File: src/tmq_pkg.sv
// Shared types and constants for the typed message queue.
// Holds request and status codes, the sequencer state type and the default sizes.
// No dependencies.
package tmq_pkg;

  localparam int DEPTH_DEF        = 16;
  localparam int PREFIX_BYTES_DEF = 8;

  localparam int IDX_W     = 8;
  localparam int CAP_LG_W  = 3;
  localparam int KIND_W    = 2;
  localparam int TYPE_W    = 8;
  localparam int HANDLE_W  = 32;
  localparam int LEN_W     = 16;
  localparam int BYTES_W   = 64;
  localparam int SEL_LEN_W = 4;
  localparam int STATUS_W  = 2;

  localparam logic [CAP_LG_W-1:0] CAP_LG_RESET = 3'd4;

  localparam logic [KIND_W-1:0] KIND_PUSH = 2'd0;
  localparam logic [KIND_W-1:0] KIND_POP  = 2'd1;
  localparam logic [KIND_W-1:0] KIND_GET  = 2'd2;

  localparam logic [STATUS_W-1:0] STAT_OK   = 2'd0;
  localparam logic [STATUS_W-1:0] STAT_FULL = 2'd1;
  localparam logic [STATUS_W-1:0] STAT_MISS = 2'd2;

  typedef enum logic [2:0] {
    S_IDLE,
    S_POP,
    S_SCAN,
    S_SHIFT,
    S_DONE
  } state_t;

endpackage

File: src/tmq_mem.sv
// Entry storage for the typed message queue: one write port, one read port.
// Read data is registered. Depends on tmq_pkg for the default depth.
module tmq_mem
  import tmq_pkg::*;
#(
  parameter int DEPTH = DEPTH_DEF,
  parameter int WIDTH = 8,
  parameter int AW    = $clog2(DEPTH)
) (
  input  logic             clk,
  input  logic             we,
  input  logic [AW-1:0]    waddr,
  input  logic [WIDTH-1:0] wdata,
  input  logic [AW-1:0]    raddr,
  output logic [WIDTH-1:0] rdata
);

  logic [WIDTH-1:0] mem [DEPTH];

  always_ff @(posedge clk) begin
    if (we) begin
      mem[waddr] <= wdata;
    end
  end

  always_ff @(posedge clk) begin
    rdata <= mem[raddr];
  end

endmodule

File: src/tmq_match.sv
// Compare unit: checks one stored entry against the type and payload prefix of a get.
// Depends on tmq_pkg for field widths.
module tmq_match
  import tmq_pkg::*;
#(
  parameter int PREFIX_BYTES = PREFIX_BYTES_DEF
) (
  input  logic [TYPE_W-1:0]         entry_type,
  input  logic [LEN_W-1:0]          entry_len,
  input  logic [PREFIX_BYTES*8-1:0] entry_head,
  input  logic [TYPE_W-1:0]         want_type,
  input  logic [PREFIX_BYTES*8-1:0] sel,
  input  logic [SEL_LEN_W-1:0]      sel_len,
  output logic                      hit
);

  logic [PREFIX_BYTES-1:0] byte_ok;

  always_comb begin
    for (int i = 0; i < PREFIX_BYTES; i++) begin
      byte_ok[i] = (32'(i) >= 32'(sel_len)) || (entry_head[i*8 +: 8] == sel[i*8 +: 8]);
    end
  end

  always_comb begin
    if (entry_type != want_type) begin
      hit = 1'b0;
    end else if (sel_len == '0) begin
      hit = 1'b1;
    end else if (LEN_W'(sel_len) > entry_len) begin
      hit = 1'b0;
    end else begin
      hit = &byte_ok;
    end
  end

endmodule

File: src/typed_message_queue_selective_get_core.sv
// Top level of the typed message queue with selective get.
// Holds the request sequencer and indices; uses tmq_pkg, tmq_mem and tmq_match.
//
// Usage:
//   Requests enter on in_valid/in_ready, one beat per request; every request
//   returns exactly one result beat on out_valid/out_ready.
//   Push appends an entry (status full when at capacity), pop removes the head,
//   get removes the oldest entry of the wanted type whose stored payload prefix
//   starts with the selector.
//   Push, empty pop and unknown kind go straight to the result state; pop
//   first reads the head entry; get scans from the head in queue order until
//   the first match or the last entry, and a match past the head then moves
//   each younger entry down one slot. The single memory read port feeds the
//   compare unit one entry per cycle.
//   A new request can be accepted in the cycle in which out_valid rises; a
//   stalled receiver holds the output register, and the block then finishes
//   at most one more request before it waits.
//   cfg_wen writes capacity_log2 and empties the queue; write only while idle.
//   Reset empties the queue, sets capacity_log2 to 4 and drops any pending
//   result; entry storage is not cleared.
module typed_message_queue_selective_get_core
  import tmq_pkg::*;
#(
  parameter int DEPTH        = DEPTH_DEF,
  parameter int PREFIX_BYTES = PREFIX_BYTES_DEF
) (
  input  logic                 clk,
  input  logic                 rst,
  input  logic                 cfg_wen,
  input  logic [CAP_LG_W-1:0]  cfg_wdata,
  input  logic                 in_valid,
  output logic                 in_ready,
  input  logic [KIND_W-1:0]    kind,
  input  logic [TYPE_W-1:0]    msg_type,
  input  logic [HANDLE_W-1:0]  buffer_handle,
  input  logic [LEN_W-1:0]     payload_len,
  input  logic [BYTES_W-1:0]   head_bytes,
  input  logic [BYTES_W-1:0]   selector_bytes,
  input  logic [SEL_LEN_W-1:0] selector_len,
  output logic                 out_valid,
  input  logic                 out_ready,
  output logic [STATUS_W-1:0]  status,
  output logic [TYPE_W-1:0]    out_type,
  output logic [HANDLE_W-1:0]  out_handle,
  output logic [LEN_W-1:0]     out_len
);

  localparam int AW     = $clog2(DEPTH);
  localparam int MAX_LG = $clog2(DEPTH + 1) - 1;
  localparam int HEAD_W = PREFIX_BYTES * 8;
  localparam int ENT_W  = TYPE_W + HANDLE_W + LEN_W + HEAD_W;

  state_t state, state_next;

  logic [CAP_LG_W-1:0] cap_lg;
  logic [IDX_W-1:0]    ri;
  logic [IDX_W-1:0]    wi;
  logic [IDX_W-1:0]    k;
  logic [IDX_W-1:0]    s;
  logic [IDX_W-1:0]    dst;
  logic                pend;

  logic [TYPE_W-1:0]    req_type;
  logic [HEAD_W-1:0]    req_sel;
  logic [SEL_LEN_W-1:0] req_sel_len;

  logic [STATUS_W-1:0] res_status;
  logic [TYPE_W-1:0]   res_type;
  logic [HANDLE_W-1:0] res_handle;
  logic [LEN_W-1:0]    res_len;

  logic [CAP_LG_W-1:0] eff_lg;
  logic [IDX_W-1:0]    cap;
  logic [IDX_W-1:0]    mask8;
  logic [AW-1:0]       mask_aw;
  logic [IDX_W-1:0]    count;
  logic                accept;
  logic                out_free;
  logic                hit;

  logic             mem_we;
  logic [AW-1:0]    mem_waddr;
  logic [ENT_W-1:0] mem_wdata;
  logic [AW-1:0]    mem_raddr;
  logic [ENT_W-1:0] mem_rdata;

  logic [TYPE_W-1:0]   rd_type;
  logic [HANDLE_W-1:0] rd_handle;
  logic [LEN_W-1:0]    rd_len;
  logic [HEAD_W-1:0]   rd_head;

  function automatic logic [AW-1:0] slot_of(input logic [IDX_W-1:0] idx,
                                            input logic [AW-1:0] msk);
    return idx[AW-1:0] & msk;
  endfunction

  assign eff_lg   = (cap_lg > CAP_LG_W'(MAX_LG)) ? CAP_LG_W'(MAX_LG) : cap_lg;
  assign cap      = IDX_W'(1) << eff_lg;
  assign mask8    = cap - IDX_W'(1);
  assign mask_aw  = mask8[AW-1:0];
  assign count    = wi - ri;
  assign accept   = in_valid && in_ready;
  assign out_free = !out_valid || out_ready;

  assign rd_type   = mem_rdata[ENT_W-1 -: TYPE_W];
  assign rd_handle = mem_rdata[HANDLE_W+LEN_W+HEAD_W-1 -: HANDLE_W];
  assign rd_len    = mem_rdata[LEN_W+HEAD_W-1 -: LEN_W];
  assign rd_head   = mem_rdata[HEAD_W-1:0];

  tmq_mem #(
    .DEPTH (DEPTH),
    .WIDTH (ENT_W),
    .AW    (AW)
  ) u_mem (
    .clk   (clk),
    .we    (mem_we),
    .waddr (mem_waddr),
    .wdata (mem_wdata),
    .raddr (mem_raddr),
    .rdata (mem_rdata)
  );

  tmq_match #(
    .PREFIX_BYTES (PREFIX_BYTES)
  ) u_match (
    .entry_type (rd_type),
    .entry_len  (rd_len),
    .entry_head (rd_head),
    .want_type  (req_type),
    .sel        (req_sel),
    .sel_len    (req_sel_len),
    .hit        (hit)
  );

  always_ff @(posedge clk) begin
    if (rst) begin
      state <= S_IDLE;
    end else begin
      state <= state_next;
    end
  end

  always_comb begin
    state_next = state;
    in_ready   = 1'b0;
    mem_we     = 1'b0;
    mem_waddr  = slot_of(wi, mask_aw);
    mem_wdata  = {msg_type, buffer_handle, payload_len, head_bytes[HEAD_W-1:0]};
    mem_raddr  = slot_of(ri, mask_aw);
    case (state)
      S_IDLE: begin
        in_ready = 1'b1;
        if (accept) begin
          state_next = S_DONE;
          if (kind == KIND_PUSH && count < cap) begin
            mem_we = 1'b1;
          end else if (kind == KIND_POP && count != '0) begin
            state_next = S_POP;
          end else if (kind == KIND_GET) begin
            state_next = S_SCAN;
          end
        end
      end
      S_POP: begin
        state_next = S_DONE;
      end
      S_SCAN: begin
        mem_raddr = slot_of(ri + k, mask_aw);
        if (pend && hit) begin
          state_next = (k == IDX_W'(1)) ? S_DONE : S_SHIFT;
        end else if (k == count) begin
          state_next = S_DONE;
        end
      end
      S_SHIFT: begin
        mem_raddr = slot_of(s, mask_aw);
        mem_we    = pend;
        mem_waddr = slot_of(dst, mask_aw);
        mem_wdata = mem_rdata;
        if (s == wi) begin
          state_next = S_DONE;
        end
      end
      S_DONE: begin
        if (out_free) begin
          state_next = S_IDLE;
        end
      end
      default: begin
        state_next = S_IDLE;
      end
    endcase
  end

  // Control registers
  always_ff @(posedge clk) begin
    if (rst) begin
      cap_lg    <= CAP_LG_RESET;
      ri        <= '0;
      wi        <= '0;
      k         <= '0;
      pend      <= 1'b0;
      out_valid <= 1'b0;
    end else begin
      if (state == S_DONE && out_free) begin
        out_valid <= 1'b1;
      end else if (out_ready) begin
        out_valid <= 1'b0;
      end
      case (state)
        S_IDLE: begin
          if (cfg_wen) begin
            cap_lg <= cfg_wdata;
            ri     <= '0;
            wi     <= '0;
          end
          if (accept) begin
            k    <= '0;
            pend <= 1'b0;
            if (kind == KIND_PUSH && count < cap && !cfg_wen) begin
              wi <= wi + IDX_W'(1);
            end
          end
        end
        S_POP: begin
          ri <= ri + IDX_W'(1);
        end
        S_SCAN: begin
          if (pend && hit) begin
            pend <= 1'b0;
            if (k == IDX_W'(1)) begin
              ri <= ri + IDX_W'(1);
            end
          end else if (k != count) begin
            k    <= k + IDX_W'(1);
            pend <= 1'b1;
          end
        end
        S_SHIFT: begin
          if (s == wi) begin
            wi <= wi - IDX_W'(1);
          end else begin
            pend <= 1'b1;
          end
        end
        S_DONE: begin
        end
        default: begin
        end
      endcase
    end
  end

  // Datapath registers
  always_ff @(posedge clk) begin
    case (state)
      S_IDLE: begin
        if (accept) begin
          req_type    <= msg_type;
          req_sel     <= selector_bytes[HEAD_W-1:0];
          req_sel_len <= selector_len;
          res_type    <= '0;
          res_handle  <= '0;
          res_len     <= '0;
          res_status  <= (kind != KIND_PUSH) ? STAT_MISS :
                         (count < cap) ? STAT_OK : STAT_FULL;
        end
      end
      S_POP: begin
        res_status <= STAT_OK;
        res_type   <= rd_type;
        res_handle <= rd_handle;
        res_len    <= rd_len;
      end
      S_SCAN: begin
        if (pend && hit) begin
          res_status <= STAT_OK;
          res_handle <= rd_handle;
          res_len    <= rd_len;
          s          <= ri + k;
        end
      end
      S_SHIFT: begin
        if (s != wi) begin
          dst <= s - IDX_W'(1);
          s   <= s + IDX_W'(1);
        end
      end
      S_DONE: begin
        if (out_free) begin
          status     <= res_status;
          out_type   <= res_type;
          out_handle <= res_handle;
          out_len    <= res_len;
        end
      end
      default: begin
      end
    endcase
  end

  a_count_le_cap: assert property (@(posedge clk) disable iff (rst)
    count <= cap)
    else $error("queue count exceeds capacity");

  a_scan_bound: assert property (@(posedge clk) disable iff (rst)
    state == S_SCAN |-> k <= count)
    else $error("scan position past queue count");

  a_shift_pops_tail: assert property (@(posedge clk) disable iff (rst)
    (state == S_SHIFT && state_next == S_DONE) |=> wi == $past(wi) - IDX_W'(1))
    else $error("compaction did not step write index back by one");

  a_done_holds: assert property (@(posedge clk) disable iff (rst)
    (state == S_DONE && out_valid && !out_ready) |=> state == S_DONE)
    else $error("result dropped while receiver stalled");

endmodule

File: config.mk
export PLATFORM = sky130hd
export DESIGN_NAME = typed_message_queue_selective_get_core
export DESIGN_NICKNAME = d
export VERILOG_FILES = /design/src/tmq_pkg.sv /design/src/tmq_mem.sv /design/src/tmq_match.sv /design/src/typed_message_queue_selective_get_core.sv
export SDC_FILE = /design/constraint.sdc
export NUM_CORES = 2
export LEC_CHECK = 0
export BUFFER_PORTS_ARGS = -buffer_cell sky130_fd_sc_hd__clkbuf_2
export CAP_MARGIN = 20
export CORE_ASPECT_RATIO = 1.2
export CORE_MARGIN = 5
export CORE_UTILIZATION = 25
export DETAILED_ROUTE_END_ITERATION = 8
export PLACE_DENSITY = 0.43
export SLEW_MARGIN = 20
export SYNTH_ARGS = -nofsm -noshare
export SYNTH_HDL_FRONTEND = slang
export SYNTH_SLANG_ARGS = --single-unit
File: constraint.sdc
create_clock -name clk -period 18.95 [get_ports clk]
set_input_delay 0.9475 -clock clk [delete_from_list [all_inputs] [get_ports clk]]
set_output_delay 0.9475 -clock clk [all_outputs]
set_load 0.02 [all_outputs]
==> run metrics <==
endpoints failing setup=0; drt drc=0; Seq cells post-synth=2276; total power=12.6 mW; mapped cell area=90000 µm²; Initial Util=0.251; post-synthesis cell count=6483; Setup Skew=0.0526 ns; Layout area overhead=16.7%; Longest Clk Path Bufs=4; HP Class=in -> reg; r2r endpoint=u_mem.mem[14][55]$_DFFE_PP_; mux contribution to synthesized area=0.00103; Max-slew headroom=0.228; register area share after synthesis=0.742; fraction of layout cells with a size suffix above 1=0.115; routability cong.=0.791; vias in the first global route=53981; clk slew on worst S/H paths=0.06 ns; min Tclk post-route=7.40 ns; All-Layer GR Usage=0.140; # rows=241; Compound-Gate Fraction of Synth Area=0.112; R2R Setup Slk=11.55 ns; most numerous cell in the Yosys netlist=edfxtp_1; R2R Path Start=wi[0]$_SDFFE_PP0P_; setup bufs post-CTS=0; length in cells of the worst reg-to-reg path=18; Final ANT Viol Nets=0; clock sinks=2276; CP endpoint kind=flip-flop; crit-path max FO=46; RSZ-0062 raised after global routing=no; commonest cells in the synthesized netlist=edfxtp_1, nand2_1, a211oi_1; Hold Fails Final Rpt=0; Async SR Flop Fraction=0; met2 wire length=123000 µm; critical path required time=19.43 ns; CTS root buf=clkbuf_16; Top FF cell, synth=edfxtp_1; startpoint type of the worst setup path=flip-flop; drt wl/cell=23.2 µm; Netlist cell types=67; Pleak=33.6 nW; status=finished clean; GRT Residual Overflow=0; first-pass GRT wire length=388000 µm; largest net degree at the start of global routing=183; critical path endpoint=u_mem.mem[14][55]$_DFFE_PP_; Max Used Layer=met5; synth top area cells=edfxtp_1, nand2_1, a211oi_1, and2_1, dfxtp_1; Vert. Die Dim=667 µm; number of nets in the layout=6885; drt via density=4.68; Via Count=54339; Tcrit/Tclk final=0.391; antenna violations before repair=26; met3 routed WL=13100 µm; clk_lat worst skew=0.87 ns; worst vdd ir=0.0000566 V; cts-stage hold buffer count=0; Core Region=359000 µm²; post-synth top area cell=edfxtp_1; Final Max Tran Viols=0; post-CTS sizing=0; WP data arrival=7.88 ns; drt first-iter violations=3939; EDFF count, synth=2124; H-tree Lvls=5; hpwl dp=146000 µm; IO Port Bufs=257; Crit Path Class=reg -> reg; met1 WL=127000 µm; post-route setup TNS=0 ns; largest family of logic cells by synthesized area=compound AO/OA/AOI/OAI gates; post-synthesis adder-cell area fraction=0.00461; post-synthesis net count=6713; Max Cap Violations=0; Num CTS Buffers=266; xor-xnor portion of the synthesized cell area=0.0120; syn_area_per_cell=13.9 µm²; Die W=558 µm; crit path from=wi[0]$_SDFFE_PP0P_; Simple-Gate Fraction of Synth Area=0.107; Die Area=372000 µm²; pwr dens=119 nW/µm²; yosys warns=0; top achievable clock speed=135 MHz; Worst Max-Slew Pin Slew=1.16 ns; DRT Pass-1 Iters=7; Top Ports=258; final wirelength=269000 µm; top cell type's share of synthesized area=0.708; TritonCTS clock tree=built
metrics by stage:
step | utilization | setup WS [ns] | std cells | area (µm²) | hold slack (ns)
2_1_floorplan | - | 3.69 | 6483 | 90000 | 0.400
6_report | 0.293 | 11.55 | 11611 | 105000 | 0.247
4_1_cts | 0.293 | 11.46 | 11602 | 105000 | 0.144
5_1_grt | 0.293 | 11.15 | 11608 | 105000 | 0.189
3_5_place_dp | 0.269 | 11.52 | 11125 | 96600 | 0.405
3_3_place_gp | 0.269 | 11.48 | 11124 | 96600 | 0.405
worst min path at each step:
stage | start | to | slack, ns | cells past startpoint
after floorplan | res_handle[0]$_SDFFCE_PN0P_ | out_handle[0]$_DFFE_PP_ | 0.40 | 0
after global placement | res_handle[18]$_SDFFCE_PN0P_ | out_handle[18]$_DFFE_PP_ | 0.40 | 0
after detailed placement | res_handle[14]$_SDFFCE_PN0P_ | out_handle[14]$_DFFE_PP_ | 0.41 | 0
after CTS | selector_bytes[63] | req_sel[63]$_DFFE_PP_ | 0.14 | 1
after global routing | selector_bytes[63] | req_sel[63]$_DFFE_PP_ | 0.19 | 1
final | selector_bytes[63] | req_sel[63]$_DFFE_PP_ | 0.25 | 1
where the power goes:
part | switching, mW | internal [mW] | leakage [nW] | total, mW
combinational | 1.08 | 0.501 | 8.94 | 1.59
clock | 2.05 | 2.95 | 4.12 | 5.00
sequential | 0.189 | 5.78 | 20.5 | 5.97
total | 3.32 | 9.23 | 33.6 | 12.6
area by class of cell:
cell class	count	area, µm²
Timing Repair Buffer	364	2260
Tap cell	4738	5930
Multi-Input combinational cell	3717	21500
Inverter	30	116
Clock buffer	389	7530
Clock inverter	88	908
Fill cell	36153	254000
Sequential cell	2276	66800
Antenna cell	9	22.5
critical path: stages (launching register included):
cell	delay, ns
dfxtp_1	0.38
inv_1	0.17
ha_1	0.21
inv_1	0.06
fa_1	0.42
and3_1	0.25
o21ai_1	0.31
nor2b_1	0.23
ha_1	0.27
a21oi_1	0.13
o21ai_0	0.13
or3_1	0.34
o21ai_2	0.48
a22o_1	0.23
o21ai_2	0.16
nor3_2	0.80
buf_4	0.63
buf_4	0.82
buf_4	0.76
sequential cells by signal, indices dropped and copies added, names as in the netlist, 2 cells and up:
name	cells
u_mem.rdata	120
req_type	8
res_len	16
req_sel	64
res_handle	32
out_len	16
wi	8
k	8
req_sel_len	4
out_handle	32
dst	4
res_status	2
res_type	8
ri	8
s	8
status	2
cap_lg	3
u_mem.mem	1920
state	3
out_type	8
layer usage:
layer,up-vias,GRT usage
met5,-,0
met4,14,0.0364
met3,359,0.0206
met2,1270,0.221
met1,27836,0.201
li1,24860,-
cells by family after synthesis:
logic type	count (synthesis)
DFF	2276
and+or+nand+nor	2106
AOI/OAI and AO/OA	1447
buffers and inverters	490
xor gates and xnor gates	122
adders and majority gates	32
muxes	9
other	1
placed cells by master (no fill, tap or decap), types with 13 or more instances in the layout:
cell type	count
edfxtp_1	2124
nand2_1	1355
a211oi_1	601
and2_1	488
a21oi_1	294
clkbuf_16	274
clkbuf_2	257
a31oi_1	245
a311oi_1	240
dfxtp_1	152
buf_4	93
clkbuf_1	91
xor2_1	88
nor2_1	56
nor2b_1	53
clkinv_2	39
xnor2_1	33
ha_1	30
inv_1	27
nand3_1	27
clkbuf_8	24
nor3_1	23
o21ai_0	19
nor4_2	16
clkinv_1	15
nand4_1	15
nor4_1	14
or3_1	13
bufinv_16	13
buf_12	13
No activity file was read; power rests on OpenSTA's default activity.
